==> src/design/mhd_pkg.sv <==
`default_nettype none
// ----------------------------------------------------------------------------
// mhd_pkg
// Types, constants and the arctangent table for the magnetometer heading block.
// ----------------------------------------------------------------------------
package mhd_pkg;

    localparam int ANGLE_BITS   = 16;
    localparam int CORDIC_STEPS = 16;

    localparam int MAG_W  = 16;
    localparam int CTR_W  = 18;              // doubled, centred sample
    localparam int RNG_W  = 17;              // axis range, unsigned
    localparam int PROD_W = CTR_W + RNG_W;   // centred sample times range
    localparam int ROT_W  = PROD_W + 24 + 3; // CORDIC vector, with headroom

    localparam logic signed [MAG_W-1:0] LOW_RESET  = 16'sh7FFF;
    localparam logic signed [MAG_W-1:0] HIGH_RESET = 16'sh8000;

    localparam logic OP_SAMPLE  = 1'b0;
    localparam logic OP_RESTART = 1'b1;

    typedef struct packed {
        logic                    op;
        logic signed [MAG_W-1:0] mag_x;
        logic signed [MAG_W-1:0] mag_y;
    } in_item_t;

    typedef struct packed {
        logic [15:0] heading;
        logic        not_calibrated;
    } out_item_t;

    // atan(2^-i) in units of 2^-32 turn
    function automatic logic [31:0] atan_raw(input logic [4:0] i);
        logic [31:0] v;
        case (i)
            5'd0:    v = 32'h20000000;
            5'd1:    v = 32'h12E4051E;
            5'd2:    v = 32'h09FB385B;
            5'd3:    v = 32'h051111D4;
            5'd4:    v = 32'h028B0D43;
            5'd5:    v = 32'h0145D7E1;
            5'd6:    v = 32'h00A2F61E;
            5'd7:    v = 32'h00517C55;
            5'd8:    v = 32'h0028BE53;
            5'd9:    v = 32'h00145F2F;
            5'd10:   v = 32'h000A2F98;
            5'd11:   v = 32'h000517CC;
            5'd12:   v = 32'h00028BE6;
            5'd13:   v = 32'h000145F3;
            5'd14:   v = 32'h0000A2FA;
            5'd15:   v = 32'h0000517D;
            5'd16:   v = 32'h000028BE;
            5'd17:   v = 32'h0000145F;
            5'd18:   v = 32'h00000A30;
            5'd19:   v = 32'h00000518;
            5'd20:   v = 32'h0000028C;
            5'd21:   v = 32'h00000146;
            5'd22:   v = 32'h000000A3;
            5'd23:   v = 32'h00000051;
            default: v = 32'h00000000;
        endcase
        return v;
    endfunction

    // table entry rounded to nearest in ANGLE_BITS units
    function automatic logic [ANGLE_BITS-1:0] atan_step(input logic [4:0] i);
        logic [32:0] s;
        s = {1'b0, atan_raw(i)} + (33'd1 << (31 - ANGLE_BITS));
        return s[32-ANGLE_BITS +: ANGLE_BITS];
    endfunction

endpackage
`default_nettype wire

==> src/design/magnetometer_heading_with_autocal.sv <==
`default_nettype none
// ----------------------------------------------------------------------------
// magnetometer_heading_with_autocal
// Heading from raw X/Y magnetometer samples with min/max hard-iron calibration.
// ----------------------------------------------------------------------------
// Usage:
//   in_valid/in_ready carry one item: op, mag_x, mag_y. op restart clears the
//   calibration extremes and returns heading 0 with not_calibrated set.
//   out_valid/out_ready carry one result item per input item, in order.
//   cfg_valid/cfg_ready write the declination register; cfg_ready is always
//   high. Write it only while the block is idle.
// Sequencing:
//   A sample with both ranges non-zero goes from acceptance through S_PREP,
//   the bit-serial range multiply in S_MUL, S_LOAD, the CORDIC_STEPS steps
//   in S_ROT and S_DONE to out_valid. Restart, zero range and centred
//   samples go from S_PREP straight to S_DONE. One item is in work at a time;
//   the next is taken once the previous result has moved to the output
//   register.
// Reset: extremes go to +32767/-32768, declination to 0, no item in work.
// Stall: a finished result waits in the output register while out_ready is
//   low; the next item is accepted and runs up to its own result meanwhile.
// ----------------------------------------------------------------------------
module magnetometer_heading_with_autocal (
    input  wire logic                clk,
    input  wire logic                rst_n,
    input  wire logic                in_valid,
    output logic                     in_ready,
    input  wire mhd_pkg::in_item_t   in_item,
    output logic                     out_valid,
    input  wire logic                out_ready,
    output mhd_pkg::out_item_t       out_item,
    input  wire logic                cfg_valid,
    output logic                     cfg_ready,
    input  wire logic signed [15:0]  cfg_data
);

    localparam logic [2:0] S_IDLE = 3'd0;
    localparam logic [2:0] S_PREP = 3'd1;
    localparam logic [2:0] S_MUL  = 3'd2;
    localparam logic [2:0] S_LOAD = 3'd3;
    localparam logic [2:0] S_ROT  = 3'd4;
    localparam logic [2:0] S_DONE = 3'd5;

    localparam int AB   = mhd_pkg::ANGLE_BITS;
    localparam int CW   = mhd_pkg::CTR_W;
    localparam int RW   = mhd_pkg::RNG_W;
    localparam int PW   = mhd_pkg::PROD_W;
    localparam int VW   = mhd_pkg::ROT_W;
    localparam int CONV_W = AB + 17;
    localparam logic [4:0] MUL_LAST = 5'(RW - 1);
    localparam logic [4:0] ROT_LAST = 5'(mhd_pkg::CORDIC_STEPS - 1);

    logic [2:0]               state_reg, state_next;
    logic [4:0]               cnt_reg, cnt_next;
    logic signed [15:0]       decl_reg;
    logic signed [15:0]       xl_reg, xl_next, xh_reg, xh_next;
    logic signed [15:0]       yl_reg, yl_next, yh_reg, yh_next;
    logic signed [15:0]       mx_reg, my_reg;
    logic                     op_reg;
    logic signed [PW-1:0]     mcx_reg, mcx_next, mcy_reg, mcy_next;
    logic [RW-1:0]            mpx_reg, mpx_next, mpy_reg, mpy_next;
    logic signed [PW-1:0]     accx_reg, accx_next, accy_reg, accy_next;
    logic signed [VW-1:0]     vx_reg, vx_next, vy_reg, vy_next;
    logic [AB-1:0]            ang_reg, ang_next;
    logic [15:0]              rh_reg, rh_next;
    logic                     rf_reg, rf_next;
    logic                     out_valid_reg, out_valid_next;
    mhd_pkg::out_item_t       out_item_reg, out_item_next;

    logic                     accept;
    logic signed [RW-1:0]     rx, ry;
    logic signed [CW-1:0]     cx, cy;
    logic                     zero_range;
    logic signed [VW-1:0]     ix, iy, dx, dy;
    logic [AB-1:0]            ang_step;
    logic [CONV_W-1:0]        conv;

    assign accept    = in_valid && in_ready;
    assign in_ready  = (state_reg == S_IDLE);
    assign cfg_ready = 1'b1;
    assign out_valid = out_valid_reg;
    assign out_item  = out_item_reg;

    always_comb
    begin
        rx = RW'(xh_reg) - RW'(xl_reg);
        ry = RW'(yh_reg) - RW'(yl_reg);
        cx = (CW'(mx_reg) <<< 1) - (CW'(xh_reg) + CW'(xl_reg));
        cy = (CW'(my_reg) <<< 1) - (CW'(yh_reg) + CW'(yl_reg));
        zero_range = (xl_reg == xh_reg) || (yl_reg == yh_reg);
        ix = {{(VW-PW-24){accx_reg[PW-1]}}, accx_reg, 24'd0};
        iy = {{(VW-PW-24){accy_reg[PW-1]}}, accy_reg, 24'd0};
        dx = vy_reg >>> cnt_reg;
        dy = vx_reg >>> cnt_reg;
        ang_step = mhd_pkg::atan_step(cnt_reg);
    end

    always_comb
    begin
        state_next     = state_reg;
        cnt_next       = cnt_reg;
        xl_next        = xl_reg;
        xh_next        = xh_reg;
        yl_next        = yl_reg;
        yh_next        = yh_reg;
        mcx_next       = mcx_reg;
        mcy_next       = mcy_reg;
        mpx_next       = mpx_reg;
        mpy_next       = mpy_reg;
        accx_next      = accx_reg;
        accy_next      = accy_reg;
        vx_next        = vx_reg;
        vy_next        = vy_reg;
        ang_next       = ang_reg;
        rh_next        = rh_reg;
        rf_next        = rf_reg;
        out_valid_next = out_valid_reg;
        out_item_next  = out_item_reg;
        conv           = '0;

        if (out_valid_reg && out_ready)
            out_valid_next = 1'b0;

        case (state_reg)
            S_IDLE:
            begin
                if (accept)
                begin
                    if (in_item.op == mhd_pkg::OP_RESTART)
                    begin
                        xl_next = mhd_pkg::LOW_RESET;
                        xh_next = mhd_pkg::HIGH_RESET;
                        yl_next = mhd_pkg::LOW_RESET;
                        yh_next = mhd_pkg::HIGH_RESET;
                    end
                    else
                    begin
                        // low and high each move on their own
                        if (in_item.mag_x < xl_reg) xl_next = in_item.mag_x;
                        if (in_item.mag_x > xh_reg) xh_next = in_item.mag_x;
                        if (in_item.mag_y < yl_reg) yl_next = in_item.mag_y;
                        if (in_item.mag_y > yh_reg) yh_next = in_item.mag_y;
                    end
                    state_next = S_PREP;
                end
            end
            S_PREP:
            begin
                if (op_reg == mhd_pkg::OP_RESTART || zero_range)
                begin
                    rh_next    = 16'd0;
                    rf_next    = 1'b1;
                    state_next = S_DONE;
                end
                else if (cx == '0 && cy == '0)
                begin
                    rh_next    = decl_reg;
                    rf_next    = 1'b0;
                    state_next = S_DONE;
                end
                else
                begin
                    // X = cx*ry, Y = cy*rx
                    mcx_next   = PW'(cx);
                    mcy_next   = PW'(cy);
                    mpx_next   = ry;
                    mpy_next   = rx;
                    accx_next  = '0;
                    accy_next  = '0;
                    cnt_next   = 5'd0;
                    state_next = S_MUL;
                end
            end
            S_MUL:
            begin
                if (mpx_reg[0]) accx_next = accx_reg + mcx_reg;
                if (mpy_reg[0]) accy_next = accy_reg + mcy_reg;
                mcx_next = mcx_reg <<< 1;
                mcy_next = mcy_reg <<< 1;
                mpx_next = mpx_reg >> 1;
                mpy_next = mpy_reg >> 1;
                cnt_next = cnt_reg + 5'd1;
                if (cnt_reg == MUL_LAST)
                    state_next = S_LOAD;
            end
            S_LOAD:
            begin
                // left half plane: rotate by half a turn first
                if (ix < 0)
                begin
                    vx_next  = -ix;
                    vy_next  = -iy;
                    ang_next = AB'(1) << (AB - 1);
                end
                else
                begin
                    vx_next  = ix;
                    vy_next  = iy;
                    ang_next = '0;
                end
                cnt_next   = 5'd0;
                state_next = S_ROT;
            end
            S_ROT:
            begin
                if (vy_reg >= 0)
                begin
                    vx_next  = vx_reg + dx;
                    vy_next  = vy_reg - dy;
                    ang_next = ang_reg + ang_step;
                end
                else
                begin
                    vx_next  = vx_reg - dx;
                    vy_next  = vy_reg + dy;
                    ang_next = ang_reg - ang_step;
                end
                cnt_next = cnt_reg + 5'd1;
                if (cnt_reg == ROT_LAST)
                begin
                    conv = ({1'b0, ang_next, 16'd0} + (CONV_W'(1) << (AB - 1))) >> AB;
                    rh_next    = conv[15:0] + decl_reg;
                    rf_next    = 1'b0;
                    state_next = S_DONE;
                end
            end
            S_DONE:
            begin
                if (!out_valid_reg || out_ready)
                begin
                    out_valid_next               = 1'b1;
                    out_item_next.heading        = rh_reg;
                    out_item_next.not_calibrated = rf_reg;
                    state_next                   = S_IDLE;
                end
            end
            default:
            begin
                state_next = S_IDLE;
            end
        endcase
    end

    always_ff @(posedge clk or negedge rst_n)
    begin
        if (!rst_n)
        begin
            state_reg     <= S_IDLE;
            cnt_reg       <= 5'd0;
            decl_reg      <= 16'sd0;
            xl_reg        <= mhd_pkg::LOW_RESET;
            xh_reg        <= mhd_pkg::HIGH_RESET;
            yl_reg        <= mhd_pkg::LOW_RESET;
            yh_reg        <= mhd_pkg::HIGH_RESET;
            out_valid_reg <= 1'b0;
        end
        else
        begin
            state_reg     <= state_next;
            cnt_reg       <= cnt_next;
            xl_reg        <= xl_next;
            xh_reg        <= xh_next;
            yl_reg        <= yl_next;
            yh_reg        <= yh_next;
            out_valid_reg <= out_valid_next;
            if (cfg_valid && cfg_ready)
                decl_reg <= cfg_data;
        end
    end

    always_ff @(posedge clk)
    begin
        if (accept)
        begin
            op_reg <= in_item.op;
            mx_reg <= in_item.mag_x;
            my_reg <= in_item.mag_y;
        end
        mcx_reg      <= mcx_next;
        mcy_reg      <= mcy_next;
        mpx_reg      <= mpx_next;
        mpy_reg      <= mpy_next;
        accx_reg     <= accx_next;
        accy_reg     <= accy_next;
        vx_reg       <= vx_next;
        vy_reg       <= vy_next;
        ang_reg      <= ang_next;
        rh_reg       <= rh_next;
        rf_reg       <= rf_next;
        out_item_reg <= out_item_next;
    end

`ifndef SYNTHESIS
    a_rot_count: assert property (@(posedge clk) disable iff (!rst_n)
        (state_reg == S_ROT) |-> (cnt_reg <= ROT_LAST))
        else $error("CORDIC step count out of range");

    a_mul_count: assert property (@(posedge clk) disable iff (!rst_n)
        (state_reg == S_MUL) |-> (cnt_reg <= MUL_LAST))
        else $error("multiply bit count out of range");

    a_flag_zero: assert property (@(posedge clk) disable iff (!rst_n)
        (out_valid_reg && out_item_reg.not_calibrated) |-> (out_item_reg.heading == 16'd0))
        else $error("uncalibrated item with non-zero heading");

    a_extremes: assert property (@(posedge clk) disable iff (!rst_n)
        (state_reg == S_PREP && op_reg == mhd_pkg::OP_SAMPLE)
            |-> (xl_reg <= xh_reg && yl_reg <= yh_reg))
        else $error("extremes crossed after a sample");
`endif

endmodule
`default_nettype wire
==> config.mk <==
export PLATFORM = sky130hd
export DESIGN_NAME = magnetometer_heading_with_autocal
export DESIGN_NICKNAME = d
export VERILOG_FILES = /design/src/design/mhd_pkg.sv /design/src/design/magnetometer_heading_with_autocal.sv
export SDC_FILE = /design/constraint.sdc
export NUM_CORES = 2
export LEC_CHECK = 0
export BUFFER_PORTS_ARGS = -buffer_cell sky130_fd_sc_hd__buf_2
export CAP_MARGIN = 20
export CORE_ASPECT_RATIO = 2
export CORE_UTILIZATION = 65
export CTS_CLUSTER_SIZE = 40
export DETAILED_ROUTE_END_ITERATION = 16
export GPL_TIMING_DRIVEN = 0
export PLACE_DENSITY = 0.78
export SLEW_MARGIN = 25
export SYNTH_ARGS = -nofsm -noshare
export SYNTH_HDL_FRONTEND = slang
export SYNTH_SLANG_ARGS = --single-unit
==> constraint.sdc <==
create_clock -name clk -period 8.7 [get_ports clk]
set_clock_uncertainty 0.2 [all_clocks]
set_input_delay 1.305 -clock clk [delete_from_list [all_inputs] [get_ports clk]]
set_output_delay 1.305 -clock clk [all_outputs]
set_load 0.02 [all_outputs]
==> results of run 1 <==
[per-layer routing]
metal / GRT overflow / global-route usage
met2: 1907 / 1.07
met5: 11 / 0.327
met1: 30 / 0.821
met4: 857 / 0.936
met3: 53 / 0.703
[metrics by stage]
step / hold WS, ns / setup slack (ns) / area, sq um / setup TNS [ns] / std cells
after global placement: 0.203 / -2.43 / 52000 / -374.36 / 6561
after floorplan: 0.200 / 1.08 / 50400 / 0 / 5468
after CTS: 0.216 / 0.00250 / 54700 / 0 / 6671
after detailed placement: 0.205 / -2.77 / 52500 / -102.42 / 6581
[cells in the mapped netlist, types with 32 or more instances]
library cell / n / area (sq um)
nor2b_1: 66 / 413
a31oi_1: 44 / 275
and2_1: 53 / 332
o21bai_1: 44 / 330
inv_1: 206 / 773
xor2_1: 160 / 1400
dfstp_2: 32 / 841
o21ai_0: 385 / 1930
mux4_2: 155 / 3490
o211ai_1: 36 / 270
o21a_1: 79 / 593
o22a_1: 34 / 298
a21oi_1: 339 / 1700
buf_2: 53 / 265
buf_1: 35 / 131
and3_1: 49 / 307
o31ai_1: 62 / 465
xnor2_1: 260 / 2280
fa_1: 40 / 801
nor2_1: 409 / 1540
a22o_1: 56 / 490
nand4_1: 50 / 313
dfrtp_1: 57 / 1430
clkbuf_1: 155 / 582
nand2b_1: 84 / 526
mux2i_1: 145 / 1450
nand2_1: 475 / 1780
edfxtp_1: 381 / 11400
nand3_1: 99 / 495
ha_1: 397 / 4970
a211oi_1: 66 / 495
mux2_2: 106 / 1190
o22ai_1: 47 / 294
a21o_1: 141 / 1060
nor3_1: 110 / 551
or3_1: 43 / 269
a22oi_1: 46 / 345
[logic make-up after synthesis]
family	count (synthesis)
flip-flops	470
AND/OR/NAND/NOR	1605
other	1
AO/OA/AOI/OAI	1619
XOR/XNOR	421
buffers and inverters	498
multiplexers	417
adder cells (fa/ha/maj)	437
[timing repair]
| item | CTS |
|---|---|
| resized for setup | 143 |
| pin swaps | 12 |
| setup endpoints to repair | 105 |
| buffers inserted | 9 |
==> flow_summary_export.csv, run 1 <==
group,metric,value,unit
run_status,outcome,"did not finish",
run_status,stop_stage,"global routing (5_1_grt)",
run_status,stop_error,"[ERROR GRT-0116] Global routing finished with congestion. Check the congestion regions in the DRC Viewer.",
grt,overflow,2858,
grt,grt_pass1_wl,520000,um
synthesis,synth_compound_gate_area_share,0.212,
die,boundaryPins,74,
grt,grt_max_degree,70,
place,numPortBuffers,71,
synthesis,postSynthAreaPerCell,9.22,sq um
clocking,cts_root_buf,"clkbuf_16",
die,rows,144,
clocking,cts_buffers,45,
synthesis,synth_top_family_by_area,"compound AO/OA/AOI/OAI gates",
synthesis,yosys_warnings,0,
synthesis,synth_fa_ha_area_frac,0.114,
die,die_w,199,um
synthesis,syn_nets,5959,
synthesis,synthCells,5468,
synthesis,async_flop_share,0.189,
clocking,htreeDepth,2,
synthesis,synth_ff_type,"edfxtp_1",
clocking,postCtsHoldBufs,0,
synthesis,synthXorXnorAreaFrac,0.0734,
synthesis,synth-simple-area-share,0.157,
synthesis,synth.area.mux_share,0.126,
die,die_y,396,um
synthesis,netlist_area,50400,sq um
place,gp_congestion,1.35,
grt,grt_util_all_layers,0.870,
clocking,cts_buffer_depth,3,
synthesis,yosysSeqAreaShare,0.272,
synthesis,synth_cell_types,124,
place,dp_hpwl,200000,um
synthesis,synth_edf_count,381,
grt,grt_pass1_vias,63800,
synthesis,ys_seq_elements,470,
die,start_util,0.655,
clocking,cts.sinks,470,
==> inputs of run 2 (changes only) <==
--- a/config.mk
+++ b/config.mk
@@ -7,12 +7,10 @@
 export LEC_CHECK = 0
 export BUFFER_PORTS_ARGS = -buffer_cell sky130_fd_sc_hd__buf_2
 export CAP_MARGIN = 20
-export CORE_ASPECT_RATIO = 2
-export CORE_UTILIZATION = 65
-export CTS_CLUSTER_SIZE = 40
+export CORE_UTILIZATION = 40
 export DETAILED_ROUTE_END_ITERATION = 16
 export GPL_TIMING_DRIVEN = 0
-export PLACE_DENSITY = 0.78
+export PLACE_DENSITY_LB_ADDON = 0.15
 export SLEW_MARGIN = 25
 export SYNTH_ARGS = -nofsm -noshare
 export SYNTH_HDL_FRONTEND = slang
==> flow_summary_export.csv, run 2 <==
group,metric,value,unit
synthesis,synth_edf_count,381,
synthesis,synth_cell_types,124,
route,dr.pass1.iters,6,
layout,final_util,0.455,
critical_path,arrival,9.19,ns
synthesis,synth_ff_type,"edfxtp_1",
place,placed_area,53500,sq um
synthesis,synthCells,5468,
synthesis,synth_top_area_frac,0.227,
grt,grt_util_all_layers,0.396,
route,vias,47700,
sta,hold_viol_final,0,
synthesis,ys_seq_elements,470,
critical_path,start_kind,"register",
grt,antenna_found_initial,20,
die,dieArea,127000,sq um
critical_path,worst-path-max-fanout,10,
clocking,cts.sinks,470,
critical_path,critPathRequiredTime,8.93,ns
route,routed_via_density,6.50,
clocking,htreeDepth,2,
die,start_util,0.406,
synthesis,synthXorXnorAreaFrac,0.0734,
layout,final_cell_mix,"nand2_1 (472), nor2_1 (402), ha_1 (391), edfxtp_1 (381), o21ai_0 (373)",
synthesis,netlist_area,50400,sq um
clocking,cts_root_buf,"clkbuf_16",
route,drtIter0Drc,4769,
synthesis,synthTopCellsByArea,"edfxtp_1 (23%), ha_1 (9.9%), mux4_2 (6.9%)",
layout,drive_above_1_share,0.150,
clocking,cts_buffer_depth,3,
critical_path,rrSetupSlack,-0.26,ns
sta,tns,-0.665,ns
synthesis,synth.area.mux_share,0.126,
layout,synthToLayoutAreaGrowth,12.1,%
place,gp_congestion,1.09,
route,ant_nets,0,
grt,grt_pass1_vias,46900,
hold_path,hold_path_class,"register to register",
layout,fin_area,56500,sq um
critical_path,cpPeakStageDelay,0.62,ns
synthesis,async_flop_share,0.189,
sta,drv_slew,0,
critical_path,crit_slowest_cell,"ha_2",
layout,fin_nets,6137,
sta,fmax,112,MHz
clocking,cts_buffers,59,
sta,slew_headroom,0.153,
run_status,violations,"negative setup slack",
place,dp_hpwl,203000,um
synthesis,postSynthAreaPerCell,9.22,sq um
run_status,outcome,"complete, but fails checks",
synthesis,synth_common_cells,"nand2_1 (475), nor2_1 (409), ha_1 (397)",
sta,rsz0062_at_grt,"yes",
sta,timing.final.crit_share,1.03,
die,coreArea,124000,sq um
synthesis,synth_top_family_by_area,"compound AO/OA/AOI/OAI gates",
synthesis,synth-simple-area-share,0.157,
synthesis,yosys_warnings,0,
clocking,cts_tree,"built",
die,boundaryPins,74,
grt,overflow,0,
clocking,postCtsHoldBufs,0,
grt,grt_max_degree,58,
place,numPortBuffers,71,
synthesis,synth_fa_ha_area_frac,0.114,
synthesis,yosysSeqAreaShare,0.272,
critical_path,worst-setup-path-type,"register to register",
flow_run,drv_cap,0,
sta,finalSetupViolCount,8,
grt,grt_pass1_wl,357000,um
clocking,insertion_delay,0.73,ns
synthesis,synth_top_cell_by_area,"edfxtp_1",
synthesis,post-synth-top-count-cell,"nand2_1",
die,rows,129,
sta,final.setup.worst_slack,-0.259,ns
clocking,path_clk_slew,0.07,ns
sta,worst_slew_pin_slew,1.26,ns
synthesis,synth_compound_gate_area_share,0.212,
die,die_y,357,um
route,drc,0,
sta,finalCriticalPeriod,8.96,ns
die,die_w,357,um
critical_path,crit_path_end_kind,"register",
route,post_drt_wl_per_cell,35.0,um
synthesis,syn_nets,5959,
layout,layout_commonest_cell,"nand2_1",
route,wl,257000,um
==> run 2: cell counts after synthesis <==
Identical to the previous run, type by type.
==> run 2: through the flow <==
stage	instances	worst slack, ns	hold WS [ns]
after floorplan	5468	1.08	0.200
after global routing	7336	-0.0177	0.231
after detailed placement	7206	-2.94	0.205
after CTS	7329	0.00217	0.219
after global placement	7176	-4.92	0.203
final	7343	-0.259	0.219
==> run 2: per-layer routing <==
| layer | GRT usage | vias to the layer above | part of all wire |
|---|---|---|---|
| li1 | - | 21000 | - |
| met1 | 0.458 | 23300 | 0.38 |
| met2 | 0.632 | 2519 | 0.45 |
| met3 | 0.0917 | 916 | 0.082 |
| met4 | 0.315 | 10 | 0.096 |
| met5 | 0 | - | 0.00027 |
==> run 2: area by class of cell <==
| type | count | area (sq um) |
|---|---|---|
| flip-flops and latches | 470 | 13700 |
| fillers | 12200 | 67800 |
| clock buffers | 69 | 1570 |
| repair buffers | 128 | 1020 |
| clock inverters | 42 | 457 |
| well taps | 1637 | 2050 |
| multi-input cells | 4500 | 35100 |
| diodes | 10 | 25.0 |
| plain buffers | 278 | 1810 |
| inverters | 209 | 787 |
==> run 2: path summary, 6_finish.rpt <==
kind	end	cells after the start	from
max	vy_reg[61]$_DFFE_PP_	28	cnt_reg[1]$_DFFE_PN0P_
max reg2reg	vy_reg[61]$_DFFE_PP_	28	cnt_reg[1]$_DFFE_PN0P_
max in group asynchronous	decl_reg[6]$_DFFE_PN0P_	2	rst_n
min	out_item[3]$_DFFE_PP_	0	rh_reg[2]$_DFFE_PP_
min reg2reg	out_item[3]$_DFFE_PP_	0	rh_reg[2]$_DFFE_PP_
min in group asynchronous	yh_reg[4]$_DFFE_PN0P_	1	rst_n
==> run 2: what timing repair did <==
item | in CTS | in global routing
pin swaps | 12 | 17
setup endpoints to repair | 87 | 47
endpoints found under the hold margin | 0 | 0
setup buffers | 16 | 11
resized for setup | 128 | 86
==> run 2: cells by family after synthesis <==
group                      Yosys count
xor gates and xnor gates           421
DFF                                470
muxes                              417
adders and majority gates          437
AOI/OAI and AO/OA                 1619
other                                1
buffers and inverters              498
and+or+nand+nor                   1605
==> run 2: critical path, delay by kind of cell (launching register included) <==
| family | cells | cell delay (ns) |
|---|---|---|
| buffers and inverters | 13 | 3.91 |
| XOR/XNOR | 2 | 0.37 |
| multiplexers | 1 | 0.48 |
| adder cells (fa/ha/maj) | 1 | 0.62 |
| flip-flops | 1 | 0.57 |
| AO/OA/AOI/OAI | 8 | 1.92 |
| AND/OR/NAND/NOR | 3 | 0.46 |
Power of run 2 is not shown: default switching activity piles up to over one toggle a cycle in this logic, so the estimate is an artifact.
